--- config.mk ---
export PLATFORM = sky130hd
export DESIGN_NAME = r2q_isqrt
export DESIGN_NICKNAME = d
export VERILOG_FILES = /design/src/hw/rtl/assert_macros.svh /design/src/hw/rtl/r2q_pkg.sv /design/src/hw/rtl/r2q_isqrt.sv
export SDC_FILE = /design/constraint.sdc
export NUM_CORES = 1
export LEC_CHECK = 0
export ABC_AREA = 1
export BUFFER_PORTS_ARGS = -buffer_cell sky130_fd_sc_hd__buf_4
export CAP_MARGIN = 10
export CORE_UTILIZATION = 43
export CTS_CLUSTER_SIZE = 10
export DETAILED_ROUTE_END_ITERATION = 8
export SYNTH_ARGS = -nofsm -noshare
export SYNTH_HDL_FRONTEND = slang
export SYNTH_SLANG_ARGS = --single-unit
--- constraint.sdc ---
create_clock -name clk -period 2.9 [get_ports clk]
set_clock_uncertainty 0.15 [all_clocks]
set_input_delay 0.725 -clock clk [delete_from_list [all_inputs] [get_ports clk]]
set_output_delay 0.725 -clock clk [all_outputs]
set_load 0.02 [all_outputs]
--- src/hw/rtl/assert_macros.svh ---
// Assertion helpers for the RTL.
`ifndef ASSERT_MACROS_SVH
`define ASSERT_MACROS_SVH

// Property checked every rising edge, off while reset is asserted.
`define ASSERT_CLK(lbl, prop, msg) \
  lbl: assert property (@(posedge clk) disable iff (!rst_n) (prop)) else $error(msg);

// Antecedent in one cycle implies consequent in the next.
`define ASSERT_NEXT(lbl, ante, cons, msg) \
  lbl: assert property (@(posedge clk) disable iff (!rst_n) (ante) |=> (cons)) else $error(msg);

`endif

--- src/hw/rtl/r2q_pkg.sv ---
package r2q_pkg;

  // element and result width
  localparam int DATA_W        = 16;
  localparam int FRAC_BITS_DEF = 14;
  localparam int OUT_MAG_MAX   = 32767;

  // Shepperd branch: which component carries the radicand
  typedef enum logic [3:0] {
    BR_W = 4'b0001,
    BR_X = 4'b0010,
    BR_Y = 4'b0100,
    BR_Z = 4'b1000
  } br_t;

endpackage

--- src/hw/rtl/r2q_isqrt.sv ---
// Pipelined integer square root, one result bit per stage.
module r2q_isqrt
  import r2q_pkg::*;
#(
  parameter int N_W  = 38,
  parameter int SB_W = 1
) (
  input  logic              clk,
  input  logic              rst_n,
  input  logic              en,
  input  logic              in_v,
  input  logic [N_W-1:0]    in_n,
  input  logic [SB_W-1:0]   in_sb,
  output logic              out_v,
  output logic [N_W/2-1:0]  out_s,
  output logic [SB_W-1:0]   out_sb
);

  localparam int S_W   = N_W / 2;
  localparam int REM_W = S_W + 3;

  logic                v_r   [S_W];
  logic [N_W-1:0]      n_r   [S_W];
  logic [REM_W-1:0]    rem_r [S_W];
  logic [S_W-1:0]      q_r   [S_W];
  logic [SB_W-1:0]     sb_r  [S_W];

  for (genvar k = 0; k < S_W; k++) begin : g_stage
    logic             v_i;
    logic [N_W-1:0]   n_i;
    logic [REM_W-1:0] rem_i;
    logic [S_W-1:0]   q_i;
    logic [SB_W-1:0]  sb_i;
    logic [REM_W-1:0] rsh;
    logic [REM_W-1:0] trial;
    logic             ge;
    logic [REM_W-1:0] rem_nxt;
    logic [S_W-1:0]   q_nxt;

    if (k == 0) begin : g_first
      assign v_i   = in_v;
      assign n_i   = in_n;
      assign rem_i = '0;
      assign q_i   = '0;
      assign sb_i  = in_sb;
    end else begin : g_next
      assign v_i   = v_r[k-1];
      assign n_i   = n_r[k-1];
      assign rem_i = rem_r[k-1];
      assign q_i   = q_r[k-1];
      assign sb_i  = sb_r[k-1];
    end

    // bring down two radicand bits, try root*4+1
    always_comb begin
      rsh     = {rem_i[REM_W-3:0], n_i[N_W-1:N_W-2]};
      trial   = REM_W'({q_i, 2'b01});
      ge      = (rsh >= trial);
      rem_nxt = ge ? (rsh - trial) : rsh;
      q_nxt   = {q_i[S_W-2:0], ge};
    end

    always_ff @(posedge clk) begin
      if (!rst_n) begin
        v_r[k] <= 1'b0;
      end else if (en) begin
        v_r[k] <= v_i;
      end
    end

    always_ff @(posedge clk) begin
      if (en) begin
        n_r[k]   <= n_i << 2;
        rem_r[k] <= rem_nxt;
        q_r[k]   <= q_nxt;
        sb_r[k]  <= sb_i;
      end
    end
  end

  assign out_v  = v_r[S_W-1];
  assign out_s  = q_r[S_W-1];
  assign out_sb = sb_r[S_W-1];

endmodule

==> results of run 1 <==
worst paths after layout:
path              depth (start not counted)                      to  slack (ns)                  start
setup reg to reg                         11  rem_r[6][12]$_DFFE_PP_        0.22  rem_r[5][1]$_DFFE_PP_
hold / removal                            1    n_r[0][27]$_DFFE_PP_        0.05               in_n[27]
hold reg to reg                           0   n_r[10][34]$_DFFE_PP_        0.25   n_r[9][32]$_DFFE_PP_
setup / recovery                         11  rem_r[6][12]$_DFFE_PP_        0.22  rem_r[5][1]$_DFFE_PP_
repair_timing:
| action | 4_1_cts | 5_1_grt |
|---|---|---|
| hold buffers | 6 | 0 |
| setup endpoints to repair | 0 | 0 |
| setup buffers | 0 | 0 |
| endpoints found under the hold margin | 6 | 0 |
state kept, by name, indices dropped and copies added, names as in the netlist:
name / flops
q_r: 190
sb_r: 19
rem_r: 337
v_r: 19
n_r: 342
metal layers:
layer / wire (um) / GRT usage [%] / share of wire, % / up-vias
li1: - / - / - / 16656
met1: 47000 / 24.7 / 45 / 14843
met2: 49300 / 31.6 / 48 / 673
met3: 4300 / 2.71 / 4.2 / 179
met4: 2910 / 6.01 / 2.8 / 0
met5: 0 / 0 / 0 / -
final cells by class:
| class | instances | area (um2) | share of cell area (%) |
|---|---|---|---|
| inverters | 796 | 2990 | 5.65 |
| repair buffers | 138 | 1310 | 2.47 |
| clock buffers | 134 | 2830 | 5.35 |
| multi-input cells | 3225 | 16400 | 31.0 |
| well taps | 1403 | 1760 | 3.32 |
| flip-flops and latches | 907 | 27200 | 51.5 |
| clock inverters | 28 | 365 | 0.691 |
cell usage in the layout (no fill, tap or decap), drive strengths merged, types with 132 or more instances in the layout:
master and instances:
o21ai 143, nor2 446, ha 210, buf 132, clkbuf 134, nand3 263
nand2 1607, a21oi 203, edfxtp 906, inv 799
worst max-delay path, cell delays in order, from the launching register on:
cell and delay (ns):
edfxtp_1 0.41, ha_1 0.39, a21oi_1 0.27, o21ai_2 0.14
nand2_1 0.09, nand2_2 0.08, nand2_2 0.09, nand2_1 0.06
nor2_2 0.38, inv_1 0.21, nand2_1 0.11, inv_1 0.04
metrics by stage:
step	total power, mW	std cells
floorplan	21.6	4971
global placement	23.8	6463
detailed placement	23.8	6463
CTS	36.5	6631
global route	37.9	6631
finish	36.0	6631
power by group:
part	internal, mW	leakage [nW]	switching [mW]
combinational	2.32	13.0	4.29
sequential	16.1	8.73	0.872
clock	7.27	1.55	5.15
total	25.7	23.3	10.3
cell usage after synthesis, drive strengths merged:
cell type,instances
or2,10
a211oi,1
nor2,446
nand4,56
and3,2
o211ai,5
o21a,1
a21o,3
inv,796
a31oi,2
buf,40
xor2,90
ha,210
o2111ai,2
nor3b,1
nor3,50
and2,6
dfxtp,1
o21ai,143
conb,1
nor4,7
edfxtp,906
a21oi,203
nand3b,38
clkbuf,3
a21boi,3
a41oi,1
nand2,1607
xnor2,65
o21bai,9
nand3,263
cells by family after synthesis:
family / count (synthesis) / share of synthesized area (%)
fa+ha+maj: 210 / 5.59
buf+inv: 839 / 7.18
simple gates: 2486 / 21.8
xor+xnor: 155 / 2.89
other cells: 1 / 0.00798
compound gates: 373 / 4.59
flops: 907 / 57.9
==> results_dict.tcl, run 1 <==
set metrics [dict create \
    crit_type "flop to flop" \
    ys_seq_area_share_pct 57.9 \
    utilization_pct 49.1 \
    vias 32351 \
    syn_inst 4971 \
    pre_cts_slack_ns 0.195 \
    status "finished clean" \
    final_area_mm2 0.0529 \
    cts_tree "done" \
    finalCritPeriodShare_pct 92.6 \
    arrival_ns 2.98 \
    h-tree-depth 3 \
    syn_nets 5224 \
    ant_nets 0 \
    fp.dieW_um 333 \
    diodes 0 \
    clk_latency_ns 0.70 \
    ys_seq_elements 907 \
    synth_area_mm2 0.0470 \
    fp.dieH_um 333 \
    finalSetupTns_ns 0 \
    wl_per_cell_um 15.6 \
    dpl_cell_area_mm2 0.0496 \
    grt_pass1_wl_um 165000 \
    finalMaxSlewViolations 0 \
    cp_max_fo 12 \
    cts_made_buffers 108 \
    critPathCaptureType "flop" \
    gr-total-overflow 0 \
    worst_slack_ns 0.215 \
    track_usage_pct 18.7 \
    max-clock-path-buffers 3 \
    drc 0 \
    syn2layout_area_growth_pct 12.5 \
    drv_cap 0 \
    place_congestion 0.911 \
    initial_core_util_pct 43.7 \
    ys_types 51 \
    p_per_area_mw_per_mm2 681 \
    relSlewSlack_pct 60.6 \
    cts.sinks 907 \
    grt_max_degree 78 \
    hp-class "input port to flop" \
    crit_required_ns 3.20 \
    dieArea_mm2 0.111 \
    grt_setup_unrepaired "false" \
    drt-pass1-iter-count 6 \
    pin_count 64 \
    cts-resized-gates 0 \
    drt_iter0_drc 2422 \
    root_buffer "clkbuf_16" \
    antenna_found_initial 1 \
    worst_slew_pin_slew_ns 0.586 \
    ir_drop_v 0.000688 \
    timing_hold_violations_final 0 \
    yosys_warnings 0 \
    start_kind "flop" \
    viasPerCell 4.88 \
    netlist_top_cells_area "edfxtp_1 (58%), nand2_1 (13%), inv_1 (6.2%), ha_1 (5.6%), nor2_1 (3.4%)" \
    p_leak_nw 23.3 \
    dp_hpwl_um 78900 \
    finalSetupViolations 0 \
    io_buffers 63 \
    fillCellCount 10015 \
    holdWs_ns 0.0489 \
    synth_top_area_share_pct 57.9 \
    drive_gt1_share_pct 7.46 \
    yosysTopAreaCell "edfxtp_1" \
    fin_nets 5429 \
    postSynthAreaPerCell_um2 9.46 \
    clk_pin_slew_ns 0.05 \
    num_rows 120 \
    first_global_vias 31339 \
    fmax_ghz 0.372 \
    core_mm2 0.108 \
    wirelength_um 104000 \
    finalCriticalPeriod_ns 2.68 \
]
(Power assumes the default switching activity.)
==> run 2: changes to the inputs <==
Settings changed: CORE_ASPECT_RATIO set to 0.5.
==> results_dict.tcl, run 2 (synthesis results as in run 1) <==
set metrics [dict create \
    p_leak_nw 23.1 \
    p_per_area_mw_per_mm2 666 \
    p_int_mw 24.8 \
    drive_gt1_share_pct 7.10 \
    start_kind "flop" \
    seq_area_mm2 0.0272 \
    holdPathEnd "n_r[0][25]$_DFFE_PP_" \
    reg2reg_depth 10 \
    cts-resized-gates 0 \
    largest_register_ffs 342 \
    cts_made_buffers 102 \
    io_buffers 63 \
    seqPwrFrac_pct 48.4 \
    cp_max_fo 6 \
    hold_start "in_n[25]" \
    utilization_pct 48.7 \
    status "finished clean" \
    max-clock-path-buffers 3 \
    viasPerCell 4.92 \
    h-tree-depth 3 \
    grt_max_degree 90 \
    rr_startpoint "q_r[6][1]$_DFFE_PP_" \
    crit_required_ns 3.33 \
    clock_power_share_pct 32.3 \
    timing_hold_violations_final 0 \
    multi_input_area_mm2 0.0164 \
    clk_pin_slew_ns 0.06 \
    cts.sinks 907 \
    wl_per_cell_um 16.3 \
    root_buffer "clkbuf_16" \
    swShare_pct 29.3 \
    clk_latency_ns 0.71 \
    place_congestion 0.927 \
    finalMaxSlewViolations 0 \
    final_cell_mix "nand2_1 (1583), edfxtp_1 (906), inv_1 (780), nor2_1 (430), nand3_1 (257)" \
    drv_cap 0 \
    finalCritPeriodShare_pct 90.4 \
    hp-class "input port to flop" \
    finalCriticalPeriod_ns 2.62 \
    finalSetupTns_ns 0 \
    dp_hpwl_um 83800 \
    final_common_cell "nand2_1" \
    final_cells 6649 \
    fmax_ghz 0.381 \
    finalSetupViolations 0 \
    regMostFlops "n_r" \
    hold_depth 1 \
    combPwrFrac_pct 19.3 \
    dp.cells 6495 \
    switching_power_mw 10.3 \
    reg_top3 "n_r: 342 flops, rem_r: 337 flops, q_r: 190 flops" \
    antenna_found_initial 1 \
    pin_count 64 \
    fin_nets 5441 \
    syn2layout_area_growth_pct 11.9 \
    relSlewSlack_pct 61.7 \
    arrival_ns 3.05 \
    fp.dieH_um 236 \
    p_total_mw 35.1 \
    core_mm2 0.108 \
    gr-total-overflow 0 \
    diodes 0 \
    grt_pass1_wl_um 172000 \
    drt_iter0_drc 2276 \
    reg2reg_slack_ns 0.28 \
    worst_slew_pin_slew_ns 0.571 \
    drc 0 \
    cts_tree "done" \
    rr_endpoint "rem_r[7][1]$_DFFE_PP_" \
    vias 32688 \
    cts_setup_buffers 0 \
    holdBufCountCts 24 \
    track_usage_pct 19.6 \
    ant_nets 0 \
    num_rows 85 \
    drt-pass1-iter-count 6 \
    grt_setup_unrepaired "false" \
    holdWs_ns 0.0546 \
    ir_drop_v 0.000534 \
    first_global_vias 32379 \
    crit_type "flop to flop" \
    fp.dieW_um 470 \
    critPathCaptureType "flop" \
    fillCellCount 10019 \
    dieArea_mm2 0.111 \
    initial_core_util_pct 43.5 \
    wirelength_um 108000 \
]
[run 2: layout make-up]
| class | count | share of cell area, % |
|---|---|---|
| Inverter | 796 | 5.68 |
| Clock inverter | 9 | 0.309 |
| Multi-Input combinational cell | 3225 | 31.2 |
| Sequential cell | 907 | 51.7 |
| Clock buffer | 121 | 4.99 |
| Timing Repair Buffer | 156 | 2.69 |
| Tap cell | 1435 | 3.41 |
[run 2: worst max-delay path by stage]
stage / startpoint / to / slack, ns / depth (start not counted)
2_1_floorplan: rem_r[3][1]$_DFFE_PP_ / rem_r[4][4]$_DFFE_PP_ / 0.79 / 10
3_3_place_gp: q_r[4][0]$_DFFE_PP_ / rem_r[5][2]$_DFFE_PP_ / 0.31 / 11
3_5_place_dp: q_r[6][1]$_DFFE_PP_ / rem_r[7][1]$_DFFE_PP_ / 0.34 / 11
4_1_cts: q_r[4][0]$_DFFE_PP_ / rem_r[5][1]$_DFFE_PP_ / 0.33 / 10
5_1_grt: rem_r[16][9]$_DFFE_PP_ / rem_r[17][0]$_DFFE_PP_ / 0.15 / 12
6_report: q_r[6][1]$_DFFE_PP_ / rem_r[7][1]$_DFFE_PP_ / 0.28 / 10
[run 2: worst max-delay path, stage by stage, from the launching register on]
cell	delay (ns)
edfxtp_1	0.42
inv_1	0.07
ha_1	0.36
a21oi_1	0.23
o21ai_2	0.12
nand2_2	0.08
nand2_2	0.11
a21boi_1	0.22
nand2_1	0.20
o21ai_0	0.35
buf_4	0.20
[run 2: stage by stage]
| stage | setup WS [ns] | area, um2 |
|---|---|---|
| after floorplan | 0.790 | 47000 |
| after global placement | 0.309 | 49600 |
| after detailed placement | 0.338 | 49600 |
| after CTS | 0.328 | 52600 |
| after global routing | 0.146 | 52600 |
| final | 0.277 | 52600 |
[run 2: power groups by stage]
stage,clock network (mW),logic [mW],registers [mW]
3_3_place_gp,0,6.69,17.2
5_1_grt,12.2,7.71,17.1
6_report,11.3,6.76,17.0
3_5_place_dp,0,6.72,17.2
4_1_cts,11.7,6.79,17.0
2_1_floorplan,0,4.78,16.8
[run 2: metal layers]
metal,track usage [%],routed length (um)
met1,24.7,48100
met2,34.4,53200
met3,2.95,3890
met4,6.67,3280
met5,0,0
==> run 3: changes to the inputs <==
Settings changed: CORE_ASPECT_RATIO 0.5 to 0.6.
==> results_dict.tcl, run 3 (synthesis results as in run 1) <==
set metrics [dict create \
    vias 33423 \
    relSlewSlack_pct 50.5 \
    regMostFlops "n_r" \
    finalSetupTns_ns 0 \
    start_kind "flop" \
    fmax_ghz 0.370 \
    worst_slew_pin_slew_ns 0.738 \
    hp-class "input port to flop" \
    finalCriticalPeriod_ns 2.70 \
    drc 0 \
    diodes 0 \
    final_cell_mix "nand2_1 (1583), edfxtp_1 (906), inv_1 (780), nor2_1 (430), nand3_1 (257)" \
    drt_iter0_drc 3796 \
    final_common_cell "nand2_1" \
    p_total_mw 35.3 \
    initial_core_util_pct 43.6 \
    root_buffer "clkbuf_16" \
    cts_made_buffers 102 \
    clk_pin_slew_ns 0.05 \
    dp.cells 6478 \
    arrival_ns 3.01 \
    clk_latency_ns 0.71 \
    antenna_found_initial 2 \
    viasPerCell 5.04 \
    ir_drop_v 0.000467 \
    worst_slack_ns 0.195 \
    p_leak_nw 23.1 \
    finalCritPeriodShare_pct 93.3 \
    wl_per_cell_um 16.7 \
    drv_cap 0 \
    cp_max_fo 16 \
    grt_pass1_wl_um 172000 \
    final_cells 6631 \
    largest_register_ffs 342 \
    pre_cts_slack_ns 0.194 \
    grt_max_degree 100 \
    num_rows 93 \
    reg_top3 "n_r: 342 flops, rem_r: 337 flops, q_r: 190 flops" \
    max-clock-path-buffers 3 \
    dpl_cell_area_mm2 0.0496 \
    critPathCaptureType "flop" \
    crit_required_ns 3.20 \
    crit_type "flop to flop" \
    finalMaxSlewViolations 0 \
    ant_nets 0 \
    fin_nets 5432 \
    core_mm2 0.108 \
    drt-pass1-iter-count 8 \
    track_usage_pct 19.9 \
    cts_tree "done" \
    final_area_mm2 0.0526 \
    gr-total-overflow 0 \
    timing_hold_violations_final 0 \
    wirelength_um 111000 \
    finalSetupViolations 0 \
    first_global_vias 30439 \
    syn2layout_area_growth_pct 11.9 \
    place_congestion 0.912 \
    dp_hpwl_um 84400 \
    pin_count 64 \
    h-tree-depth 3 \
    status "finished clean" \
    io_buffers 63 \
    fp.dieW_um 429 \
    fp.dieH_um 258 \
    p_per_area_mw_per_mm2 672 \
    cts.sinks 907 \
    drive_gt1_share_pct 7.03 \
    dieArea_mm2 0.111 \
    grt_setup_unrepaired "false" \
]
-- run 3: final timing paths --
path | from | endpoint | slack [ns] | cells after the start
setup / recovery | rem_r[15][10]$_DFFE_PP_ | rem_r[16][15]$_DFFE_PP_ | 0.20 | 13
hold / removal | in_n[13] | n_r[0][13]$_DFFE_PP_ | 0.06 | 1
setup reg to reg | rem_r[15][10]$_DFFE_PP_ | rem_r[16][15]$_DFFE_PP_ | 0.20 | 13
hold reg to reg | n_r[8][17]$_DFFE_PP_ | n_r[9][19]$_DFFE_PP_ | 0.25 | 0
-- run 3: what timing repair did --
item	CTS	global route
resized for setup	0	2
setup buffers	0	1
endpoints found under the hold margin	21	0
setup endpoints to repair	0	1
hold buffers	21	0
-- run 3: cell type report --
type / count / area, um2
fill: 10015 / 55300
sequential: 907 / 27200
multi-input combinational: 3225 / 16400
inverter: 796 / 2990
clock buffer: 117 / 2620
tap: 1425 / 1780
timing repair buffer: 147 / 1380
clock inverter: 14 / 186
-- run 3: critical path, cell delays in order, from the launching register on --
cell,delay [ns]
edfxtp_1,0.40
ha_1,0.40
nand2_1,0.07
inv_1,0.12
nand2_1,0.21
nor3_1,0.20
nand2_1,0.21
nand2_1,0.14
nand2_1,0.07
nand2_2,0.09
inv_2,0.08
buf_12,0.16
nand2_1,0.07
nand2_1,0.06
-- run 3: stage by stage --
stage / utilization, % / hold slack (ns)
6_report: 48.8 / 0.0637
5_1_grt: 48.8 / 0.00845
4_1_cts: 48.7 / 0.00140
3_5_place_dp: 45.9 / 0.255
3_3_place_gp: 45.9 / 0.250
2_1_floorplan: - / 0.250
-- run 3: routing by layer --
metal	part of all wire (%)	track usage (%)	vias up
li1	-	-	16629
met1	54	33.7	15531
met2	36	24.9	1121
met3	8.5	4.53	142
met4	1.5	3.69	0
met5	0	0	-
-- run 3: where the power goes --
part | internal (mW) | total [mW] | switching (mW)
registers | 16.1 | 17.0 | 0.901
logic | 2.35 | 6.86 | 4.51
clock network | 6.42 | 11.5 | 5.03
