### src/hw/rtl/assert_macros.svh
// Assertion helpers for the RTL.
`ifndef ASSERT_MACROS_SVH
`define ASSERT_MACROS_SVH

// Property checked every rising edge, off while reset is asserted.
`define ASSERT_CLK(lbl, prop, msg) \
  lbl: assert property (@(posedge clk) disable iff (!rst_n) (prop)) else $error(msg);

// Antecedent in one cycle implies consequent in the next.
`define ASSERT_NEXT(lbl, ante, cons, msg) \
  lbl: assert property (@(posedge clk) disable iff (!rst_n) (ante) |=> (cons)) else $error(msg);

`endif

### src/hw/rtl/r2q_pkg.sv
package r2q_pkg;

  // element and result width
  localparam int DATA_W        = 16;
  localparam int FRAC_BITS_DEF = 14;
  localparam int OUT_MAG_MAX   = 32767;

  // Shepperd branch: which component carries the radicand
  typedef enum logic [3:0] {
    BR_W = 4'b0001,
    BR_X = 4'b0010,
    BR_Y = 4'b0100,
    BR_Z = 4'b1000
  } br_t;

endpackage

### src/hw/rtl/r2q_div.sv
// Pipelined rounded divide: (m * 2^FRAC_BITS + s/2) / s, one quotient bit per stage.
// Requires m <= s, so the quotient fits FRAC_BITS+1 bits.
module r2q_div
  import r2q_pkg::*;
#(
  parameter int FRAC_BITS = FRAC_BITS_DEF,
  parameter int MAG_W     = 18,
  parameter int SB_W      = 1
) (
  input  logic                 clk,
  input  logic                 rst_n,
  input  logic                 en,
  input  logic                 in_v,
  input  logic [MAG_W-1:0]     in_m,
  input  logic [MAG_W:0]       in_s,
  input  logic [SB_W-1:0]      in_sb,
  output logic                 out_v,
  output logic [FRAC_BITS:0]   out_q,
  output logic [SB_W-1:0]      out_sb
);

  localparam int Q_W = FRAC_BITS + 1;
  localparam int S_W = MAG_W + 1;
  localparam int D_W = MAG_W + FRAC_BITS + 1;

  logic [D_W-1:0] dvd;

  logic            v_r   [Q_W];
  logic [S_W-1:0]  s_r   [Q_W];
  logic [S_W-1:0]  rem_r [Q_W];
  logic [Q_W-1:0]  lo_r  [Q_W];
  logic [Q_W-1:0]  q_r   [Q_W];
  logic [SB_W-1:0] sb_r  [Q_W];

  // dividend with the rounding half-divisor folded in
  assign dvd = D_W'({in_m, {FRAC_BITS{1'b0}}}) + D_W'(in_s[S_W-1:1]);

  for (genvar k = 0; k < Q_W; k++) begin : g_stage
    logic            v_i;
    logic [S_W-1:0]  s_i;
    logic [S_W-1:0]  rem_i;
    logic [Q_W-1:0]  lo_i;
    logic [Q_W-1:0]  q_i;
    logic [SB_W-1:0] sb_i;
    logic [S_W:0]    rsh;
    logic            ge;
    logic [S_W:0]    diff;
    logic [S_W-1:0]  rem_nxt;

    if (k == 0) begin : g_first
      assign v_i   = in_v;
      assign s_i   = in_s;
      assign rem_i = {1'b0, dvd[D_W-1:Q_W]};
      assign lo_i  = dvd[Q_W-1:0];
      assign q_i   = '0;
      assign sb_i  = in_sb;
    end else begin : g_next
      assign v_i   = v_r[k-1];
      assign s_i   = s_r[k-1];
      assign rem_i = rem_r[k-1];
      assign lo_i  = lo_r[k-1];
      assign q_i   = q_r[k-1];
      assign sb_i  = sb_r[k-1];
    end

    // restoring step
    always_comb begin
      rsh     = {rem_i, lo_i[Q_W-1]};
      ge      = (rsh >= {1'b0, s_i});
      diff    = rsh - {1'b0, s_i};
      rem_nxt = ge ? diff[S_W-1:0] : rsh[S_W-1:0];
    end

    always_ff @(posedge clk) begin
      if (!rst_n) begin
        v_r[k] <= 1'b0;
      end else if (en) begin
        v_r[k] <= v_i;
      end
    end

    always_ff @(posedge clk) begin
      if (en) begin
        s_r[k]   <= s_i;
        rem_r[k] <= rem_nxt;
        lo_r[k]  <= lo_i << 1;
        q_r[k]   <= {q_i[Q_W-2:0], ge};
        sb_r[k]  <= sb_i;
      end
    end
  end

  assign out_v  = v_r[Q_W-1];
  assign out_q  = q_r[Q_W-1];
  assign out_sb = sb_r[Q_W-1];

endmodule

### config.mk
export PLATFORM = sky130hd
export DESIGN_NAME = r2q_div
export DESIGN_NICKNAME = d
export VERILOG_FILES = /design/src/hw/rtl/assert_macros.svh /design/src/hw/rtl/r2q_pkg.sv /design/src/hw/rtl/r2q_div.sv
export SDC_FILE = /design/constraint.sdc
export NUM_CORES = 1
export LEC_CHECK = 0
export BUFFER_PORTS_ARGS = -buffer_cell sky130_fd_sc_hd__buf_4
export CORE_ASPECT_RATIO = 0.6
export CORE_MARGIN = 3
export CORE_UTILIZATION = 30
export DETAILED_ROUTE_END_ITERATION = 8
export GPL_ROUTABILITY_DRIVEN = 0
export GPL_TIMING_DRIVEN = 0
export PLACE_DENSITY = 0.46
export SYNTH_ARGS = -nofsm -noshare
export SYNTH_HDL_FRONTEND = slang
export SYNTH_SLANG_ARGS = --single-unit
### constraint.sdc
create_clock -name clk -period 5 [get_ports clk]
set_clock_uncertainty 0.2 [all_clocks]
set_input_delay 0.75 -clock clk [delete_from_list [all_inputs] [get_ports clk]]
set_output_delay 0.75 -clock clk [all_outputs]
set_load 0.01 [all_outputs]
==> run_results.csv, run 1 <==
group,metric,value,unit
logic_synthesis,combined_area_of_all_synthesized_cells,37400,µm²
logic_synthesis,synth_area_leaders,"sky130_fd_sc_hd__edfxtp_1, sky130_fd_sc_hd__ha_1, sky130_fd_sc_hd__mux2_2, sky130_fd_sc_hd__a21oi_1, sky130_fd_sc_hd__inv_1",
sta,timing.final.setup_violations,0,
worst_setup_path,ff2ff_setup_slack,0.02,ns
floorplanning,number_of_cell_rows,99,
route,vias_per_cell,4.85,
grt,largest_net_degree_at_the_start_of_global_routing,122,
worst_setup_path,path_cells,"inv_1 -> ha_1 -> fa_1 -> nor2b_1 -> o31a_1 -> o21ai_0 -> o21bai_1 -> a31o_2 -> a31oi_1 -> o21ai_1 -> buf_2 -> buf_2 -> a21oi_1",
logic_synthesis,synth.yosys.seq_area_share,0.547,
pwr,power.ir.vdd_worst,0.291,mV
worst_setup_path,worst-endpoint-arrival,5.14,ns
clock_network,clock_path_buffers,3,
worst_setup_path,worst_path_largest_cell_delay,0.94,ns
logic_synthesis,asyncSetResetFlopFracSynth,0,
grt,grt_remaining_overflow,0,
logic_synthesis,syn-mean-instance-area,11.8,µm²
worst_setup_path,worstPathRequired,5.16,ns
clock_network,h-tree-depth,3,
logic_synthesis,synth-main-ff-cell,"sky130_fd_sc_hd__edfxtp_1",
min_path,hold_path_class,"in -> reg",
worst_setup_path,criticalPathCategory,"reg -> reg",
sta,min_period_over_period,0.996,
worst_setup_path,timing.rr.start,"s_r[0][68]",
grt,number_of_antenna_violations_at_the_first_check_in_global_routing,1,
pwr,power_report.internal_total,0.0165,W
route,postRouteWirelength,94.1,mm
route,num_vias,24200,
route,drc,0,
sta,fin_hold_ws,0.0846,ns
sta,maxClockFrequency,201,MHz
logic_synthesis,synth_top_cell_area_share,0.546,
sta,grt_setup_unrepaired,"no",
logic_synthesis,ys_seq_elements,682,
grt,grt.total_usage,0.145,
logic_synthesis,synth.yosys.warnings,0,
grt,first_global_vias,22500,
sta,final_max_slew_viol_count,0,
route,detail_route.first_pass.iterations,6,
layout,fillers,12100,
pwr,power,0.0263,W
worst_setup_path,critPathLaunch,"s_r[0][68]",
floorplanning,core_area,123000,µm²
clock_network,hold_fix_buffers_cts,0,
clock_network,cts_made_buffers,76,
outcome,status,"finished, final reports clean",
logic_synthesis,mappedNetlistNets,3525,
layout,layout-drive-gt1-share,0.107,
worst_setup_path,endpoint_kind_of_the_worst_setup_timing_path,"flip-flop",
layout,flow.area_growth_from_synthesis,13.6,%
layout,antenna_cells_inserted,0,
clock_network,insertion_delay,0.65,ns
layout,finish.cell_count_without_fillers,5000,
worst_setup_path,crit_top_cell,"sky130_fd_sc_hd__buf_2",
logic_synthesis,number_of_flops_mapped_to_enable_cells_by_yosys,681,
floorplanning,fp.dieW,462,µm
grt,grt_pass1_wl,143,mm
sta,fin_crit,4.98,ns
clock_network,clk_pin_slew,0.06,ns
sta,worstMarginPinSlew,1.21,ns
sta,timing.max_slew.rel_slack,0.188,
floorplanning,die_height,280,µm
logic_synthesis,synth_top_area_cell,"sky130_fd_sc_hd__edfxtp_1",
placement,dp.cells,4859,
floorplanning,initial_utilization,0.305,
layout,final_core_util,0.347,
worst_setup_path,start_kind,"flip-flop",
placement,numPortBuffers,58,
logic_synthesis,gate_count_after_technology_mapping,3179,
clock_network,cts.sink_count,682,
clock_network,cts_root_buffer,"sky130_fd_sc_hd__clkbuf_16",
pwr,p_comb_frac,0.441,
route,drt_iter0_drc,2250,
sta,timing.final.ws_setup,0.0198,ns
pwr,leakagePower,17.1,nW
placement,dp_hpwl,71.2,mm
pwr,seq_power_share,0.351,
worst_setup_path,r2r_end,"rem_r[0][78]",
layout,nets,3671,
logic_synthesis,netlist-cell-type-count,77,
pwr,power_density,618,nW/µm²
job,max_cap_violations,0,
worst_setup_path,critical-path-slowest-cell,"sky130_fd_sc_hd__o21ai_1",
route,antenna_violating_nets_post_route,0,
route,routed_wire_length_per_instance,18.8,µm
placement,preCtsSetupSlack,-0.999,ns
clock_network,cts_tree,"built",
pwr,pwr-share-clk,0.208,
floorplanning,floorplan.die_area,129000,µm²
pwr,swShare,0.374,
worst_setup_path,timing.critical_path.fanout_max,10,
sta,finalHoldViolCount,0,
worst_setup_path,rr_worst_depth,13,
pwr,power.switching,0.00983,W
worst_setup_path,worstSetupEndpoint,"rem_r[0][78]",
floorplanning,floorplan.io_pins,59,
final cells by class:
| cell class | instances | area (µm²) | area share |
|---|---|---|---|
| Sequential cell | 682 | 20500 | 0.481 |
| Multi-Input combinational cell | 2095 | 15500 | 0.364 |
| Inverter | 353 | 1330 | 0.0312 |
| Clock inverter | 41 | 358 | 0.00842 |
| Tap cell | 1616 | 2020 | 0.0475 |
| Buffer | 49 | 220 | 0.00518 |
| Timing Repair Buffer | 68 | 638 | 0.0150 |
| Clock buffer | 96 | 2020 | 0.0475 |
state kept, by name (all words and copies together), names as in the netlist:
register / cells
q_r: 120
rem_r: 266
s_r: 266
sb_r: 15
v_r: 15
logic make-up after synthesis:
kind of cell | synth area share
AO/OA/AOI/OAI | 0.125
XOR/XNOR | 0.0529
adder cells (fa/ha/maj) | 0.105
buffers and inverters | 0.0410
flip-flops | 0.547
multiplexers | 0.0430
AND/OR/NAND/NOR | 0.0863
timing repair:
| item | CTS | global route |
|---|---|---|
| gates resized for setup | 2 | 12 |
| endpoints found under the setup margin | 28 | 62 |
| setup buffers | 1 | 3 |
| pin swaps | 1 | 1 |
placed cells by master (no fill, tap or decap), types with 8 or more instances in the layout:
master,n
sky130_fd_sc_hd__inv_1,352
sky130_fd_sc_hd__nand3_1,45
sky130_fd_sc_hd__o211ai_1,8
sky130_fd_sc_hd__nand4_1,29
sky130_fd_sc_hd__xor2_1,85
sky130_fd_sc_hd__nor2b_1,45
sky130_fd_sc_hd__clkbuf_1,44
sky130_fd_sc_hd__a21oi_1,266
sky130_fd_sc_hd__nor3_1,51
sky130_fd_sc_hd__clkbuf_16,78
sky130_fd_sc_hd__o31ai_1,21
sky130_fd_sc_hd__or2_2,14
sky130_fd_sc_hd__nor2_1,215
sky130_fd_sc_hd__buf_4,61
sky130_fd_sc_hd__a21boi_0,10
sky130_fd_sc_hd__nand2b_1,34
sky130_fd_sc_hd__o21ai_0,144
sky130_fd_sc_hd__xnor2_1,141
sky130_fd_sc_hd__and2_1,11
sky130_fd_sc_hd__mux2i_1,14
sky130_fd_sc_hd__a21o_1,92
sky130_fd_sc_hd__o31a_1,9
sky130_fd_sc_hd__edfxtp_1,681
sky130_fd_sc_hd__and3_1,34
sky130_fd_sc_hd__o21bai_1,23
sky130_fd_sc_hd__a211oi_1,20
sky130_fd_sc_hd__a31oi_1,22
sky130_fd_sc_hd__clkinv_1,13
sky130_fd_sc_hd__or3_1,20
sky130_fd_sc_hd__o21a_1,38
sky130_fd_sc_hd__clkinv_2,16
sky130_fd_sc_hd__mux2_2,128
sky130_fd_sc_hd__fa_1,15
sky130_fd_sc_hd__ha_1,289
sky130_fd_sc_hd__nand2_1,151
sky130_fd_sc_hd__buf_2,18
cell usage after synthesis, types with 8 or more instances:
cell,n
sky130_fd_sc_hd__a211oi_1,21
sky130_fd_sc_hd__a21boi_0,10
sky130_fd_sc_hd__a21o_1,92
sky130_fd_sc_hd__a21oi_1,268
sky130_fd_sc_hd__a31oi_1,23
sky130_fd_sc_hd__and2_1,11
sky130_fd_sc_hd__and3_1,34
sky130_fd_sc_hd__buf_2,19
sky130_fd_sc_hd__clkbuf_1,27
sky130_fd_sc_hd__edfxtp_1,681
sky130_fd_sc_hd__fa_1,15
sky130_fd_sc_hd__ha_1,289
sky130_fd_sc_hd__inv_1,352
sky130_fd_sc_hd__mux2_2,128
sky130_fd_sc_hd__mux2i_1,14
sky130_fd_sc_hd__nand2_1,151
sky130_fd_sc_hd__nand2b_1,34
sky130_fd_sc_hd__nand3_1,46
sky130_fd_sc_hd__nand4_1,29
sky130_fd_sc_hd__nor2_1,215
sky130_fd_sc_hd__nor2b_1,45
sky130_fd_sc_hd__nor3_1,51
sky130_fd_sc_hd__o211ai_1,8
sky130_fd_sc_hd__o21a_1,38
sky130_fd_sc_hd__o21ai_0,145
sky130_fd_sc_hd__o21bai_1,23
sky130_fd_sc_hd__o31a_1,9
sky130_fd_sc_hd__o31ai_1,21
sky130_fd_sc_hd__or2_2,14
sky130_fd_sc_hd__or3_1,20
sky130_fd_sc_hd__xnor2_1,141
sky130_fd_sc_hd__xor2_1,85
how the worst min path moves through the flow:
| stage | startpoint | end | slack (ns) | cells past startpoint |
|---|---|---|---|---|
| 5_1_grt | in_sb | sb_r[0][0] | 0.04 | 1 |
| 3_5_place_dp | q_r[0][60] | q_r[0][76] | 0.20 | 0 |
| 6_report | in_sb | sb_r[0][0] | 0.08 | 1 |
| 2_1_floorplan | q_r[0][90] | q_r[0][106] | 0.20 | 0 |
| 3_3_place_gp | q_r[1][50] | q_r[1][66] | 0.20 | 0 |
| 4_1_cts | in_sb | sb_r[0][0] | 0.02 | 1 |
routing by layer:
metal  wire, µm  up-vias  global-route usage
met5          0        -                   0
met4       1590        0              0.0301
met3       8280      110              0.0432
met2      28000      676               0.146
met1      56300    11500               0.266
li1           -    12000                   -
power by group through the flow:
| stage | clock network [W] | registers (W) | logic, W |
|---|---|---|---|
| floorplan | 0 | 0.00888 | 0.00843 |
| global placement | 0 | 0.00941 | 0.0113 |
| detailed placement | 0 | 0.00933 | 0.0113 |
| CTS | 0.00571 | 0.00923 | 0.0114 |
| global route | 0.00594 | 0.00937 | 0.0128 |
| finish | 0.00546 | 0.00922 | 0.0116 |
through the flow:
step / setup TNS, ns / area [µm²]
after floorplan: 0 / 37400
after global placement: -2115.53 / 39900
after detailed placement: -19.45 / 40100
after CTS: 0 / 42500
after global routing: 0 / 42500
final: 0 / 42500
critical path: cells and delay by family (launching register included):
| kind | cells | cell delay, ns |
|---|---|---|
| and+or+nand+nor | 1 | 0.18 |
| adders and majority gates | 2 | 0.68 |
| DFF | 1 | 0.39 |
| AOI/OAI and AO/OA | 7 | 2.29 |
| buffers and inverters | 3 | 0.92 |
Power figures use the tool's default switching activity.
==> run 2: changes to the inputs <==
--- a/config.mk
+++ b/config.mk
@@ -13,6 +13,7 @@
 export GPL_ROUTABILITY_DRIVEN = 0
 export GPL_TIMING_DRIVEN = 0
 export PLACE_DENSITY = 0.46
+export SETUP_SLACK_MARGIN = 0.4
 export SYNTH_ARGS = -nofsm -noshare
 export SYNTH_HDL_FRONTEND = slang
 export SYNTH_SLANG_ARGS = --single-unit
==> run 2 against run 1 <==
  * Combinational power hardly changed
  * Routed wire length hardly changed
  * Sequential power barely moved
  * Hold slack better by 0.0013 ns
  * Largest cell class unchanged
  * First-iteration DRC count shrank 4.2%
  * Maximum frequency up 11%
  * Die area unchanged
==> run_results.csv, run 2 (same netlist as run 1, synthesis figures left out) <==
group,metric,value,unit
route,drc,0,
sta,fin_crit,4.50,ns
layout,fillers,12100,
layout,mostFrequentLayoutCell,"sky130_fd_sc_hd__edfxtp_1",
grt,largest_net_degree_at_the_start_of_global_routing,122,
outcome,status,"finished, final reports clean",
clock_network,clk_pin_slew,0.06,ns
route,antenna_violating_nets_post_route,0,
worst_setup_path,endpoint_kind_of_the_worst_setup_timing_path,"flip-flop",
sta,min_period_over_period,0.900,
clock_network,h-tree-depth,3,
pwr,power_density,618,nW/µm²
route,vias_per_cell,4.82,
layout,flow.area_growth_from_synthesis,14.0,%
sta,final_max_slew_viol_count,0,
worst_setup_path,critPathLaunch,"s_r[0][68]",
worst_setup_path,timing.rr.start,"s_r[0][68]",
floorplanning,floorplan.io_pins,59,
clock_network,hold_fix_buffers_cts,0,
floorplanning,fp.dieW,462,µm
floorplanning,die_height,280,µm
grt,grt_pass1_wl,143,mm
min_path,timing.hold.worst.start,"in_sb",
layout,finish.cell_count_without_fillers,5005,
pwr,power.ir.vdd_worst,0.289,mV
sta,finalHoldViolCount,0,
grt,number_of_antenna_violations_at_the_first_check_in_global_routing,1,
placement,dp.cells,4859,
worst_setup_path,r2r_end,"rem_r[0][78]",
sta,timing.max_slew.rel_slack,0.192,
worst_setup_path,worst-endpoint-arrival,4.66,ns
worst_setup_path,worstPathRequired,5.16,ns
min_path,hold_path_class,"in -> reg",
route,num_vias,24100,
placement,dp_hpwl,71.2,mm
route,detail_route.first_pass.iterations,5,
clock_network,cts_made_buffers,76,
floorplanning,core_area,123000,µm²
floorplanning,number_of_cell_rows,99,
clock_network,clock_path_buffers,3,
worst_setup_path,start_kind,"flip-flop",
worst_setup_path,ff2ff_setup_slack,0.50,ns
clock_network,insertion_delay,0.65,ns
placement,numPortBuffers,58,
sta,timing.final.setup_violations,0,
sta,grt_setup_unrepaired,"no",
layout,mostFrequentLayoutCells,"sky130_fd_sc_hd__edfxtp_1, sky130_fd_sc_hd__inv_1, sky130_fd_sc_hd__ha_1",
worst_setup_path,criticalPathCategory,"reg -> reg",
clock_network,cts_root_buffer,"sky130_fd_sc_hd__clkbuf_16",
layout,antenna_cells_inserted,0,
route,drt_iter0_drc,2155,
floorplanning,floorplan.die_area,129000,µm²
grt,first_global_vias,22600,
sta,maxClockFrequency,222,MHz
sta,worstMarginPinSlew,1.20,ns
clock_network,cts_tree,"built",
clock_network,cts.sink_count,682,
worst_setup_path,rr_worst_depth,13,
floorplanning,initial_utilization,0.305,
sta,fin_tns_setup,0,ns
pwr,leakagePower,17.1,nW
worst_setup_path,timing.critical_path.fanout_max,10,
route,postRouteWirelength,94.1,mm
layout,layout-drive-gt1-share,0.113,
grt,grt_remaining_overflow,0,
layout,final_cell_area,42700,µm²
job,max_cap_violations,0,
worst_setup_path,worstSetupEndpoint,"rem_r[0][78]",
route,routed_wire_length_per_instance,18.8,µm
layout,largest_registers,"rem_r (266), s_r (266), q_r (120)",
placement,area_after_detailed_placement,40100,µm²
grt,grt.total_usage,0.145,
layout,nets,3676,
sta,fin_hold_ws,0.0858,ns
run 2: cell type report:
type	count	area, µm²	share of cell area
repair buffers	73	701	0.0164
flip-flops and latches	682	20500	0.480
plain buffers	49	225	0.00528
clock inverters	41	358	0.00838
multi-input cells	2095	15600	0.365
inverters	353	1330	0.0311
well taps	1616	2020	0.0474
clock buffers	96	2020	0.0473
run 2: critical path, stage by stage, from the launching register on:
cell and delay, ns:
sky130_fd_sc_hd__edfxtp_1 0.40, sky130_fd_sc_hd__inv_1 0.10, sky130_fd_sc_hd__ha_1 0.25, sky130_fd_sc_hd__fa_1 0.42
sky130_fd_sc_hd__nor2b_1 0.19, sky130_fd_sc_hd__o31a_1 0.27, sky130_fd_sc_hd__o21ai_0 0.16, sky130_fd_sc_hd__o21bai_1 0.41
sky130_fd_sc_hd__a31o_2 0.24, sky130_fd_sc_hd__a31oi_1 0.19, sky130_fd_sc_hd__o21ai_4 0.46, sky130_fd_sc_hd__buf_2 0.38
sky130_fd_sc_hd__buf_2 0.36, sky130_fd_sc_hd__a21oi_1 0.15
run 2: metal layers:
metal | part of all wire | GRT usage
met1 | 0.61 | 0.266
met2 | 0.30 | 0.146
met3 | 0.079 | 0.0432
met4 | 0.017 | 0.0301
met5 | 0 | 0
run 2: repair_timing:
action	in CTS	in global routing
pin swaps	2	7
setup endpoints to repair	92	105
buffers inserted	4	5
resized for setup	15	25
run 2: worst min path at each step:
stage / cells past startpoint / slack [ns] / end
final: 1 / 0.09 / sb_r[0][0]
after CTS: 1 / 0.02 / sb_r[0][0]
after global placement: 0 / 0.20 / q_r[1][66]
after floorplan: 0 / 0.20 / q_r[0][106]
after detailed placement: 0 / 0.20 / q_r[0][76]
after global routing: 1 / 0.04 / sb_r[0][0]
run 2: stage by stage:
step / setup slack (ns) / power [W] / util
5_1_grt: 0.393 / 0.0282 / 0.348
4_1_cts: 0.401 / 0.0264 / 0.347
3_3_place_gp: -3.61 / 0.0207 / 0.325
3_5_place_dp: -0.999 / 0.0206 / 0.327
2_1_floorplan: 0.498 / 0.0173 / -
6_report: 0.502 / 0.0264 / 0.348
run 2: where the power goes:
part,internal (W),switching (W),total (W)
Clock,0.00313,0.00234,0.00547
Sequential,0.00837,0.000851,0.00922
Combinational,0.00500,0.00667,0.0117
Total,0.0165,0.00986,0.0264
